--- src/sv/uri_split_percent_decode_top_assert.svh ---
// Assertion macros used by the URI splitter and percent decoder top level.
`ifndef URI_SPLIT_PERCENT_DECODE_TOP_ASSERT_SVH
`define URI_SPLIT_PERCENT_DECODE_TOP_ASSERT_SVH

// Same-cycle implication, checked outside reset.
`define USP_ASSERT_NOW(label, ante, cons) \
	label: assert property (@(posedge clk) disable iff (!arst_n) (ante) |-> (cons)) \
		else $error("usp same-cycle check failed");

// Next-cycle implication, checked outside reset.
`define USP_ASSERT_NEXT(label, ante, cons) \
	label: assert property (@(posedge clk) disable iff (!arst_n) (ante) |=> (cons)) \
		else $error("usp next-cycle check failed");

`endif

--- src/sv/usp_pkg.sv ---
// Package: scan modes, result kinds, character codes and hex digit decode.
package usp_pkg;

	typedef enum logic [2:0] {
		MODE_PATH  = 3'd0,
		MODE_ESC1  = 3'd1,
		MODE_ESC2  = 3'd2,
		MODE_QUERY = 3'd3,
		MODE_FRAG  = 3'd4,
		MODE_ERROR = 3'd5
	} mode_t;

	typedef enum logic [1:0] {
		KIND_NONE  = 2'd0,
		KIND_PATH  = 2'd1,
		KIND_QUERY = 2'd2
	} kind_t;

	localparam logic [7:0] CHAR_PCT   = 8'h25;
	localparam logic [7:0] CHAR_HASH  = 8'h23;
	localparam logic [7:0] CHAR_QMARK = 8'h3F;

	// One result item
	typedef struct packed {
		kind_t      kind;
		logic [7:0] data;
		logic       err;
		logic       done;
	} res_t;

	// Scanner state carried from item to item
	typedef struct packed {
		mode_t      mode;
		logic [3:0] nibble;
	} scan_t;

	typedef struct packed {
		logic       ok;
		logic [3:0] val;
	} hex_t;

	// Decode one ASCII hex digit in either case
	function automatic hex_t hex_value(input logic [7:0] c);
		hex_t h;
		h.ok  = 1'b1;
		h.val = 4'd0;
		if (c >= 8'h30 && c <= 8'h39) begin
			h.val = 4'(c - 8'h30);
		end else if (c >= 8'h41 && c <= 8'h46) begin
			h.val = 4'(c - 8'h41 + 8'd10);
		end else if (c >= 8'h61 && c <= 8'h66) begin
			h.val = 4'(c - 8'h61 + 8'd10);
		end else begin
			h.ok = 1'b0;
		end
		return h;
	endfunction

endpackage

--- src/sv/usp_step.sv ---
// Per-byte scan step: next scanner state and the result item for one byte.
module usp_step import usp_pkg::*; (
	input  scan_t      cur,
	input  logic [7:0] uri_byte,
	input  logic       end_of_uri,
	output scan_t      nxt,
	output res_t       res
);

	hex_t  hex;
	mode_t mode;

	assign hex = hex_value(uri_byte);

	// Classify the byte against the current mode
	always_comb begin
		mode       = cur.mode;
		nxt.nibble = cur.nibble;
		res.kind   = KIND_NONE;
		res.data   = 8'h00;
		unique case (cur.mode)
			MODE_PATH: begin
				if (uri_byte == CHAR_PCT) begin
					mode = MODE_ESC1;
				end else if (uri_byte == CHAR_QMARK) begin
					mode = MODE_QUERY;
				end else if (uri_byte == CHAR_HASH) begin
					mode = MODE_FRAG;
				end else begin
					res.kind = KIND_PATH;
					res.data = uri_byte;
				end
			end
			MODE_ESC1: begin
				if (hex.ok) begin
					nxt.nibble = hex.val;
					mode       = MODE_ESC2;
				end else begin
					mode = MODE_ERROR;
				end
			end
			MODE_ESC2: begin
				if (hex.ok) begin
					res.kind = KIND_PATH;
					res.data = {cur.nibble, hex.val};
					mode     = MODE_PATH;
				end else begin
					mode = MODE_ERROR;
				end
			end
			MODE_QUERY: begin
				if (uri_byte == CHAR_HASH) begin
					mode = MODE_FRAG;
				end else begin
					res.kind = KIND_QUERY;
					res.data = uri_byte;
				end
			end
			MODE_FRAG: begin
				mode = MODE_FRAG;
			end
			default: begin
				mode = MODE_ERROR;
			end
		endcase

		// Flag an escape cut off by the end of the URI
		if (end_of_uri && (mode == MODE_ESC1 || mode == MODE_ESC2)) begin
			mode = MODE_ERROR;
		end

		res.err  = (mode == MODE_ERROR);
		res.done = end_of_uri;

		// Return to path mode for the next URI
		if (end_of_uri) begin
			nxt.mode   = MODE_PATH;
			nxt.nibble = 4'd0;
		end else begin
			nxt.mode = mode;
		end
	end

endmodule

--- src/sv/uri_split_percent_decode_top.sv ---
// Top level: URI splitter and percent decoder with input and result registers.
//
// Usage: feed the raw bytes of a request URI on the input channel
// (in_valid/in_ready, uri_byte, end_of_uri), one byte per item, with
// end_of_uri high on the final byte. Every input item yields exactly one
// result item on the output channel (out_valid/out_ready): byte_kind tells
// whether out_byte holds a decoded path byte, a query byte or nothing;
// decode_error is sticky within one URI; done_res marks the final byte.
// An accepted item passes through the input register, then the result
// register, before out_valid rises. Throughput: one item per cycle while
// out_ready stays high; the scan state lives in a single register updated
// as each item moves from the input register to the result register.
// Reset: both stages empty, scanner in path mode. When the receiver stalls,
// the result register holds, the input register fills, and in_ready drops
// only once both are full; no item is lost or repeated.
module uri_split_percent_decode_top import usp_pkg::*; (
	input  logic       clk,
	input  logic       arst_n,
	input  logic       in_valid,
	output logic       in_ready,
	input  logic [7:0] uri_byte,
	input  logic       end_of_uri,
	output logic       out_valid,
	input  logic       out_ready,
	output logic [1:0] byte_kind,
	output logic [7:0] out_byte,
	output logic       decode_error,
	output logic       done_res
);

`include "uri_split_percent_decode_top_assert.svh"

	logic       valid_s1;
	logic [7:0] byte_s1;
	logic       end_s1;
	logic       valid_s2;
	res_t       res_s2;
	scan_t      scan_q;
	scan_t      scan_nxt;
	res_t       res_nxt;
	logic       adv_s1;
	logic       free_s2;

	// Handshake and stage advance
	assign free_s2  = !valid_s2 || out_ready;
	assign adv_s1   = valid_s1 && free_s2;
	assign in_ready = !valid_s1 || free_s2;

	// Input register
	always_ff @(posedge clk or negedge arst_n) begin
		if (!arst_n) begin
			valid_s1 <= 1'b0;
		end else if (in_ready) begin
			valid_s1 <= in_valid;
		end
	end

	always_ff @(posedge clk) begin
		if (in_ready && in_valid) begin
			byte_s1 <= uri_byte;
			end_s1  <= end_of_uri;
		end
	end

	usp_step u_step (
		.cur        (scan_q),
		.uri_byte   (byte_s1),
		.end_of_uri (end_s1),
		.nxt        (scan_nxt),
		.res        (res_nxt)
	);

	// Scanner state advances with each item leaving the input register
	always_ff @(posedge clk or negedge arst_n) begin
		if (!arst_n) begin
			scan_q <= '{mode: MODE_PATH, nibble: 4'd0};
		end else if (adv_s1) begin
			scan_q <= scan_nxt;
		end
	end

	// Result register
	always_ff @(posedge clk or negedge arst_n) begin
		if (!arst_n) begin
			valid_s2 <= 1'b0;
		end else if (free_s2) begin
			valid_s2 <= valid_s1;
		end
	end

	always_ff @(posedge clk) begin
		if (adv_s1) begin
			res_s2 <= res_nxt;
		end
	end

	assign out_valid    = valid_s2;
	assign byte_kind    = res_s2.kind;
	assign out_byte     = res_s2.data;
	assign decode_error = res_s2.err;
	assign done_res     = res_s2.done;

	// Scanner restarts in path mode after the final byte
	`USP_ASSERT_NEXT(a_restart, adv_s1 && end_s1,
		scan_q.mode == MODE_PATH && scan_q.nibble == 4'd0)
	// Fragment mode holds until the end of the URI
	`USP_ASSERT_NEXT(a_frag_hold, adv_s1 && !end_s1 && scan_q.mode == MODE_FRAG,
		scan_q.mode == MODE_FRAG)
	// An errored result never carries a byte
	`USP_ASSERT_NOW(a_err_silent, valid_s2 && res_s2.err, res_s2.kind == KIND_NONE)
	// An empty result carries a zero byte
	`USP_ASSERT_NOW(a_none_zero, valid_s2 && res_s2.kind == KIND_NONE, res_s2.data == 8'h00)

endmodule

--- config.mk ---
export PLATFORM = sky130hd
export DESIGN_NAME = uri_split_percent_decode_top
export DESIGN_NICKNAME = d
export VERILOG_FILES = /design/src/sv/usp_pkg.sv /design/src/sv/usp_step.sv /design/src/sv/uri_split_percent_decode_top.sv
export VERILOG_INCLUDE_DIRS = /design/src /design/src/sv
export SDC_FILE = /design/constraint.sdc
export NUM_CORES = 1
export LEC_CHECK = 0
export ABC_AREA = 1
export BUFFER_PORTS_ARGS = -buffer_cell sky130_fd_sc_hd__buf_2
export CAP_MARGIN = 20
export CORE_ASPECT_RATIO = 1.5
export CORE_MARGIN = 2
export CORE_UTILIZATION = 55
export CTS_CLUSTER_DIAMETER = 60
export DETAILED_ROUTE_END_ITERATION = 7
export PLACE_DENSITY = 0.89
export SLEW_MARGIN = 5
export SYNTH_ARGS = -nofsm -noshare
export SYNTH_HDL_FRONTEND = slang
export SYNTH_SLANG_ARGS = --single-unit
--- constraint.sdc ---
create_clock -name clk -period 2.2 [get_ports clk]
set_input_delay 0.22 -clock clk [delete_from_list [all_inputs] [get_ports clk]]
set_output_delay 0.22 -clock clk [all_outputs]
set_load 0.02 [all_outputs]
# After elaboration in Yosys (flattened, before gate mapping)
# Index checks and enable logic that the tools add are counted.
# word_totals
regBits,30
latch_bits,0
ram_bits,0
rom_bits,0
input_bits,13
out_inout_bits,14
memories,0
# op_classes
n_addsub,5
mul,0
div_mod_pow,0
magnitude_cmp,6
eq_ne,10
shift,0
muxes,23
n_bitwise,0
reduce_logical,15
# op_table
op,count
$mux W10,3
$pmux W10 S3,1
$eq A8 B6 Y1 const B,3
$mux W4,6
$mux W3,7
$mux W9,2
$ge A8 B7 Y1 const B,2
$le A8 B7 Y1 const B,2
$pmux W3 S5,1
$sub A4 B1 Y4 const B,3
$eq A3 B2 Y1 const B,3
$add A4 B4 Y4 const B,2
$ge A8 B6 Y1 const B,1
$le A8 B6 Y1 const B,1
$eq A3 B1 Y1 const B,2
$eq A3 B3 Y1 const B,2
$logic_and A1 B1 Y1,6
$reduce_bool A2 Y1,2
$logic_not A3 Y1,1
$logic_or A1 B1 Y1,3
$mux W1,3
$reduce_and A3 Y1,1
$logic_not A1 Y1,2

# Longest topological paths before layout
# Gate-level depths: netlist (run 1).
# depth
depth_word,12
depth_mapped,12
depth_no_buf,12

# By module
# From an unflattened synthesis (run 1), not the netlist that was laid out.
# unflattened
cells_unflattened,187
hier_area_um2,1649.1
# by_module_without_submodules
module,instances,cells_per_inst,area_per_inst_um2
uri_split_percent_decode_top,1,61,991.0
usp_step,1,126,658.1

# Worst setup path before layout (run 1)
# No wires, ideal clock.
# synth_timing
path_kind,reg2reg
from,register byte_s1[0]
to,"register res_s2, in the netlist decode_error, data pin"
arrival_time_ns,1.305
slack_ns,0.643
stages_incl_launch_ff,11
period_less_slack_ns,1.557
path_cell_list,edfxtp_1 inv_1 ha_1 nor2_1 nand2_1 nand3_4 nand2_4 nand2_4 nand3_1 nor2_1 nor2_1
# synth_lines
element,line_no,rtl
start: declaration,uri_split_percent_decode_top.sv:34,logic [7:0] byte_s1;
start signal: assignment,uri_split_percent_decode_top.sv:60,byte_s1 <= uri_byte;
end signal: assignment,uri_split_percent_decode_top.sv:93,res_s2 <= res_nxt;
end: declaration,uri_split_percent_decode_top.sv:37,res_t res_s2;

==> impl_metrics.csv, run 1 <==
group,metric,value,unit
run_status,status,"completed",
cts,cts_resized,0,
worst_setup_path,worst-path-buf-inv,1,
placed_design,hpwl,2.51,mm
worst_setup_path,critPathMaxStageDelay,0.41,ns
sta,setup_viol,0,
synth,seq_area_frac_synth,54.2,%
worst_setup_path,r2r-end,"out_byte[2]",
placed_design,portBuffers,26,
sta,hold_viol,0,
floorplan,pin_count,27,
synth,synthesis.area,1580,um^2
layout,mostFrequentLayoutCell,"nand2_1",
cts,cts-root-buf,"clkbuf_8",
floorplan,num_rows,23,
cts,post-cts-setup-buffers,0,
sta,post-route-period-util,82.2,%
layout,fin_area,1850,um^2
worst_setup_path,crit_path_start_kind,"register",
cts,cts_buffers,5,
synth,synthTopCellsByArea,"edfxtp_1 (40%), dfrtp_1 (14%), nand2_1 (12%), inv_1 (6.4%), nor2_1 (5.5%)",
layout,fin_nets,231,
global_routing,antenna_found_initial,0,
sta,slew_violations,0,
layout,layout_common_cells,"nand2_1 (52), inv_1 (27), buf_2 (26)",
worst_setup_path,r2r_start,"byte_s1[0]",
cts,path_clk_slew,0.06,ns
synth,synthesis.nets,198,
synth,synth_area_per_cell,8.68,um^2
cts,postCtsHoldBufs,1,
sta,timing.fmax,553,MHz
worst_setup_path,r2r_slack,0.39,ns
floorplan,die_h,69.6,um
global_routing,grt_pass1_vias,1341,
floorplan,die_area,3320,um^2
cts,clock_latency,0.29,ns
drt,routedWlPerCell,13.0,um
drt,first_pass_iters,5,
sta,worst_slew_pin_slew,0.601,ns
cts,cts_max_path_buffers,2,
drt,via_per_inst,5.26,
floorplan,initial_core_util,58.4,%
sta,maxSlewHeadroom,59.9,%
hold_path,whs_endpoint,"end_s1",
worst_setup_path,cp_top_family,"flip-flops",
hold_path,min_path_cells,1,
sta,fin_ws,0.392,ns
cts,cts_sinks,30,
layout,utilization,68.4,%
worst_setup_path,crit_path_end_kind,"register",
power_and_ir_drop,irDropWorstVdd,619,uV
floorplan,die_w,47.8,um
sta,fin_skew,0.00978,ns
floorplan,coreArea,2710,um^2
layout,diodes,0,
sta,rsz0062_at_grt,"false",
power_and_ir_drop,power_density,976,nW/um^2
global_routing,grt.total_usage,23.3,%
worst_setup_path,worstSetupPathType,"register to register",
drt,drt_wl_total,3.28,mm
global_routing,grt_max_degree,17,
layout,area_growth,17.2,%
worst_setup_path,crit_required,2.23,ns
cts,h-tree-depth,2,
synth,ys_ff_latch,30,
drt,drc,0,
placed_design,place.gp.congestion,0.940,
synth,yosys.area.top_type_share,39.9,%
drt,vias,1330,
synth,synth_top_area_cell,"edfxtp_1",
hold_path,hold_path.startpoint,"end_of_uri",
layout,layout-drive-gt1-share,20.4,%
worst_setup_path,crit_fanout,7,
flow_run,cap_viol_max_count,0,
sta,fin_tns_setup,0,ns
worst_setup_path,reg2regPathDepth,8,
power_and_ir_drop,leakagePower,0.000924,uW
worst_setup_path,cpMostUsedCell,"nand2_1",
drt,detail-route-antenna-nets,0,
placed_design,place_area,1750,um^2
synth,synthesis.instances,182,
synth,ys_warn_count,0,
hold_path,hp-class,"input pin to register",
global_routing,grt_overflow,0,
cts,cts_tree,"built",
synth,synth_cell_types,22,
worst_setup_path,slowest_stage,"edfxtp_1",
global_routing,grt_first_pass_wirelength,5.46,mm
worst_setup_path,crit_path_cell_trace,"inv_1 -> ha_1 -> nor2_1 -> nand2_1 -> nand3_4 -> nand2_1 -> xor2_1 -> o22ai_1",
worst_setup_path,crit_arrival,1.84,ns
sta,min_period,1.81,ns
worst_setup_path,path_depth,8,
placed_design,pre_cts_slack,0.462,ns
drt,drt_iter0_markers,74,
## power by group
group,switching [uW],total [uW],internal (uW)
logic,388,558,169
clock network,194,449,254
registers,57.8,800,742
total,640,1810,1170
## sequential cells by signal, summed over array words and instances (netlist names)
register and flops:
byte_kind 2, byte_s1 8, decode_error 1, done_res 1
end_s1 1, out_byte 8, out_valid 1, scan_q 7
valid_s1 1
## cell usage after synthesis
cell type	instances
a21oi_1	2
a31oi_1	1
buf_2	1
dfrtp_1	9
edfxtp_1	21
ha_1	3
inv_1	27
inv_2	1
nand2_1	52
nand2_2	4
nand2_4	3
nand3_1	10
nand3_4	1
nand4_1	2
nor2_1	23
nor2_4	2
o21ai_0	12
o21ai_1	1
o21ai_2	1
o22ai_1	3
or2_0	1
xor2_1	2
## routing by layer
layer  share of wire (%)  up-vias  track usage [%]
met3                 6.3       16             7.81
li1                    -      647                -
met1                  35      600             24.5
met2                  55       67             36.7
met4                 3.6        0             15.3
met5                   0        -                0
## how the worst max path moves through the flow
stage                     slack, ns      endpoint        from
after global routing           0.29   out_byte[2]  byte_s1[0]
after floorplan                0.64  decode_error  byte_s1[0]
final                          0.39   out_byte[2]  byte_s1[0]
after detailed placement       0.46   out_byte[2]  byte_s1[0]
after global placement         0.48   out_byte[2]  byte_s1[0]
after CTS                      0.43   out_byte[2]  byte_s1[0]
## final cells by class
type,instances,area [um^2]
flip-flops and latches,30,856
well taps,37,46.3
clock buffers,8,90.1
multi-input cells,123,613
fillers,231,855
repair buffers,27,140
inverters,28,105
## kinds of logic after synthesis
kind of cell	count (synthesis)	synth area share (%)
compound gates	20	6.89
xor+xnor	2	1.11
fa+ha+maj	3	2.38
buf+inv	29	6.97
flops	30	54.2
simple gates	98	28.4
## through the flow
stage	total power [uW]	hold WS [ns]	std cells
3_5_place_dp	1360	0.0795	244
2_1_floorplan	1200	-0.0756	182
5_1_grt	1900	0.101	253
4_1_cts	1800	0.106	253
6_report	1810	0.109	253
3_3_place_gp	1340	0.0795	244
Power figures use the tool's default switching activity.
==> inputs of run 2 (changes only) <==
Settings changed: ABC_AREA 1 to 0, CORE_UTILIZATION 55 to 50, PLACE_DENSITY 0.89 to 0.86.
Clock period 2.2 ns to 1.6 ns, I/O delays scaled along.
==> run 2 against run 1 <==
Critical path type unchanged. Cell count down 0.40%. Die area up 9.9%. Sequential share of layout area down 9.4 points. Clock-buffer cell count down 2. Largest power group unchanged. Global-route usage up 0.78 points. Maximum frequency down 11%. Power down 0.91%. The flow now finishes with violations (setup timing). Combinational power down 44%. Critical path depth unchanged.
==> impl_metrics.csv, run 2 <==
group,metric,value,unit
power_and_ir_drop,power_density,771,nW/um^2
layout,fin_cells,252,
synth,synthesis.nets,156,
sta,worst_slew_pin_slew,0.382,ns
synth,ys_ff_latch,30,
cts,cts_max_path_buffers,2,
synth,yosys-top-cells-count,"edfxtp_1 (21), nor2_1 (11), dfrtp_1 (9)",
drt,highest_layer,"met4",
worst_setup_path,crit_arrival,2.15,ns
sta,slew_violations,0,
drt,met1Wirelength,1.47,mm
cts,h-tree-depth,2,
layout,diodes,0,
cts,clock_latency,0.29,ns
global_routing,grt.total_usage,24.1,%
floorplan,die_w,50.0,um
run_status,status,"complete, but fails checks",
sta,setup_viol,18,
placed_design,place_inst,233,
cts,cts_sinks,30,
sta,worst_hold_slack,0.0491,ns
synth,synthArstFlopShare,30.0,%
placed_design,place.gp.congestion,1.06,
sta,rsz0062_at_grt,"true",
global_routing,grt_overflow,0,
global_routing,grt_first_pass_wirelength,6.33,mm
global_routing,grt_pass1_vias,1421,
synth,ys.flop_type,"edfxtp_1",
worst_setup_path,crit_required,1.71,ns
floorplan,die_area,3650,um^2
cts,path_clk_slew,0.06,ns
drt,vias,1501,
synth,synth.most_common_cell,"edfxtp_1",
layout,mostFrequentLayoutCell,"buf_4",
synth,yosys.area.top_type_share,39.7,%
run_status,violations,"setup timing",
synth,synthTopCellsByArea,"edfxtp_1 (40%), dfrtp_1 (14%), nor2_1 (2.6%), ha_1 (2.4%), nand2b_1 (2.4%)",
drt,routedWlPerCell,17.3,um
placed_design,pre_cts_slack,-0.462,ns
sta,min_period,2.04,ns
drt,first_pass_iters,4,
sta,fin_ws,-0.440,ns
drt,wl_met2,2.31,mm
worst_setup_path,worstSetupPathType,"register to register",
layout,layout-drive-gt1-share,48.6,%
hold_path,whs_endpoint,"byte_s1[6]",
sta,maxSlewHeadroom,74.6,%
drt,drt_wl_total,4.37,mm
layout,area_growth,46.1,%
global_routing,antenna_found_initial,0,
power_and_ir_drop,leakagePower,0.000977,uW
floorplan,initial_core_util,51.3,%
global_routing,grt_max_degree,14,
sta,timing.fmax,490,MHz
worst_setup_path,r2r-end,"out_byte[0]",
placed_design,portBuffers,26,
hold_path,min_path_cells,1,
layout,fin_area,2320,um^2
synth,synth_area_per_cell,11.4,um^2
synth,synthesis.area,1590,um^2
cts,cts_tree,"built",
layout,fill_cells,210,
drt,via_per_inst,5.96,
drt,drt_iter0_markers,89,
floorplan,pin_count,27,
synth,seq_area_frac_synth,53.9,%
power_and_ir_drop,irDropWorstVdd,710,uV
cts,cts-root-buf,"clkbuf_8",
drt,met3WireLength,337,um
synth,synthesis.instances,140,
flow_run,cap_viol_max_count,0,
floorplan,die_h,73.0,um
sta,fin_skew,0.00722,ns
sta,post-route-period-util,128,%
sta,hold_viol,0,
worst_setup_path,reg2regPathDepth,8,
floorplan,num_rows,25,
layout,fin_nets,227,
drt,detail-route-antenna-nets,0,
floorplan,coreArea,3100,um^2
synth,synth_edf_count,21,
drt,drc,0,
layout,multi_input_area,800,um^2
layout,layout_common_cells,"buf_4 (38), buf_2 (26), edfxtp_1 (21)",
hold_path,hp-class,"input pin to register",
worst_setup_path,crit_path_start_kind,"register",
layout,seq_area,856,um^2
hold_path,hold_path.startpoint,"uri_byte[6]",
placed_design,place_area,2010,um^2
worst_setup_path,r2r_start,"byte_s1[0]",
worst_setup_path,crit_path_end_kind,"register",
worst_setup_path,r2r_slack,-0.44,ns
synth,ys_warn_count,0,
worst_setup_path,crit_fanout,3,
cts,cts_buffers,5,
placed_design,hpwl,2.93,mm
synth,synth_cell_types,50,
synth,synth_top_area_cell,"edfxtp_1",
## run 2: timing repair
action | in CTS | in global routing
hold endpoints to repair | 9 | 0
setup endpoints to repair | 18 | 18
buffers inserted | 5 | 6
hold buffers | 1 | 0
pin swaps | 9 | 6
gates resized for setup | 18 | 13
## run 2: worst max-delay path by stage
stage / from / to / slack [ns] / cells after the start
2_1_floorplan: byte_s1[0] / scan_q[5] / -0.35 / 8
3_3_place_gp: byte_s1[0] / decode_error / -0.39 / 7
3_5_place_dp: byte_s1[0] / decode_error / -0.46 / 7
4_1_cts: byte_s1[1] / scan_q[5] / -0.43 / 9
5_1_grt: byte_s1[0] / out_byte[1] / -0.52 / 9
6_report: byte_s1[0] / out_byte[0] / -0.44 / 8
## run 2: kinds of logic (layout without fill, tap and decap cells)
group	Yosys count	count (layout)	share of synthesized area (%)
AND/OR/NAND/NOR	47	47	16.5
AO/OA/AOI/OAI	42	42	20.6
flip-flops	30	30	53.9
buffers and inverters	14	86	4.49
adder cells (fa/ha/maj)	3	3	2.36
XOR/XNOR	3	3	1.65
multiplexers	1	1	0.630
## run 2: area by class of cell
type	instances	area share [%]
sequential	30	36.9
multi-input combinational	96	34.4
timing repair buffer	73	22.2
clock buffer	6	3.13
tap	40	2.16
inverter	5	0.809
clock inverter	2	0.377
## run 2: worst max-delay path, cell delays in order (launching register included)
cell,delay [ns]
edfxtp_1,0.42
buf_4,0.16
buf_6,0.12
ha_4,0.15
and3_4,0.18
o211ai_1,0.25
nand2_1,0.14
a21o_1,0.20
a311oi_2,0.25
## run 2: routing by layer
metal | global-route usage, % | vias to the layer above
li1 | - | 674
met1 | 23.3 | 702
met2 | 43.3 | 102
met3 | 5.94 | 23
met4 | 17.6 | 0
met5 | 0 | -
## run 2: power by group
| part | switching [uW] | total (uW) | internal (uW) |
|---|---|---|---|
| registers | 21.7 | 908 | 886 |
| clock network | 273 | 570 | 298 |
| logic | 168 | 312 | 144 |
## run 2: through the flow
stage | total power [uW] | TNS (ns) | util (%)
floorplan | 1070 | -3.51 | -
global route | 1850 | -7.48 | 74.9
CTS | 1770 | -5.95 | 71.9
global placement | 1170 | -5.25 | 64.8
detailed placement | 1180 | -6.30 | 64.8
finish | 1790 | -6.30 | 74.9
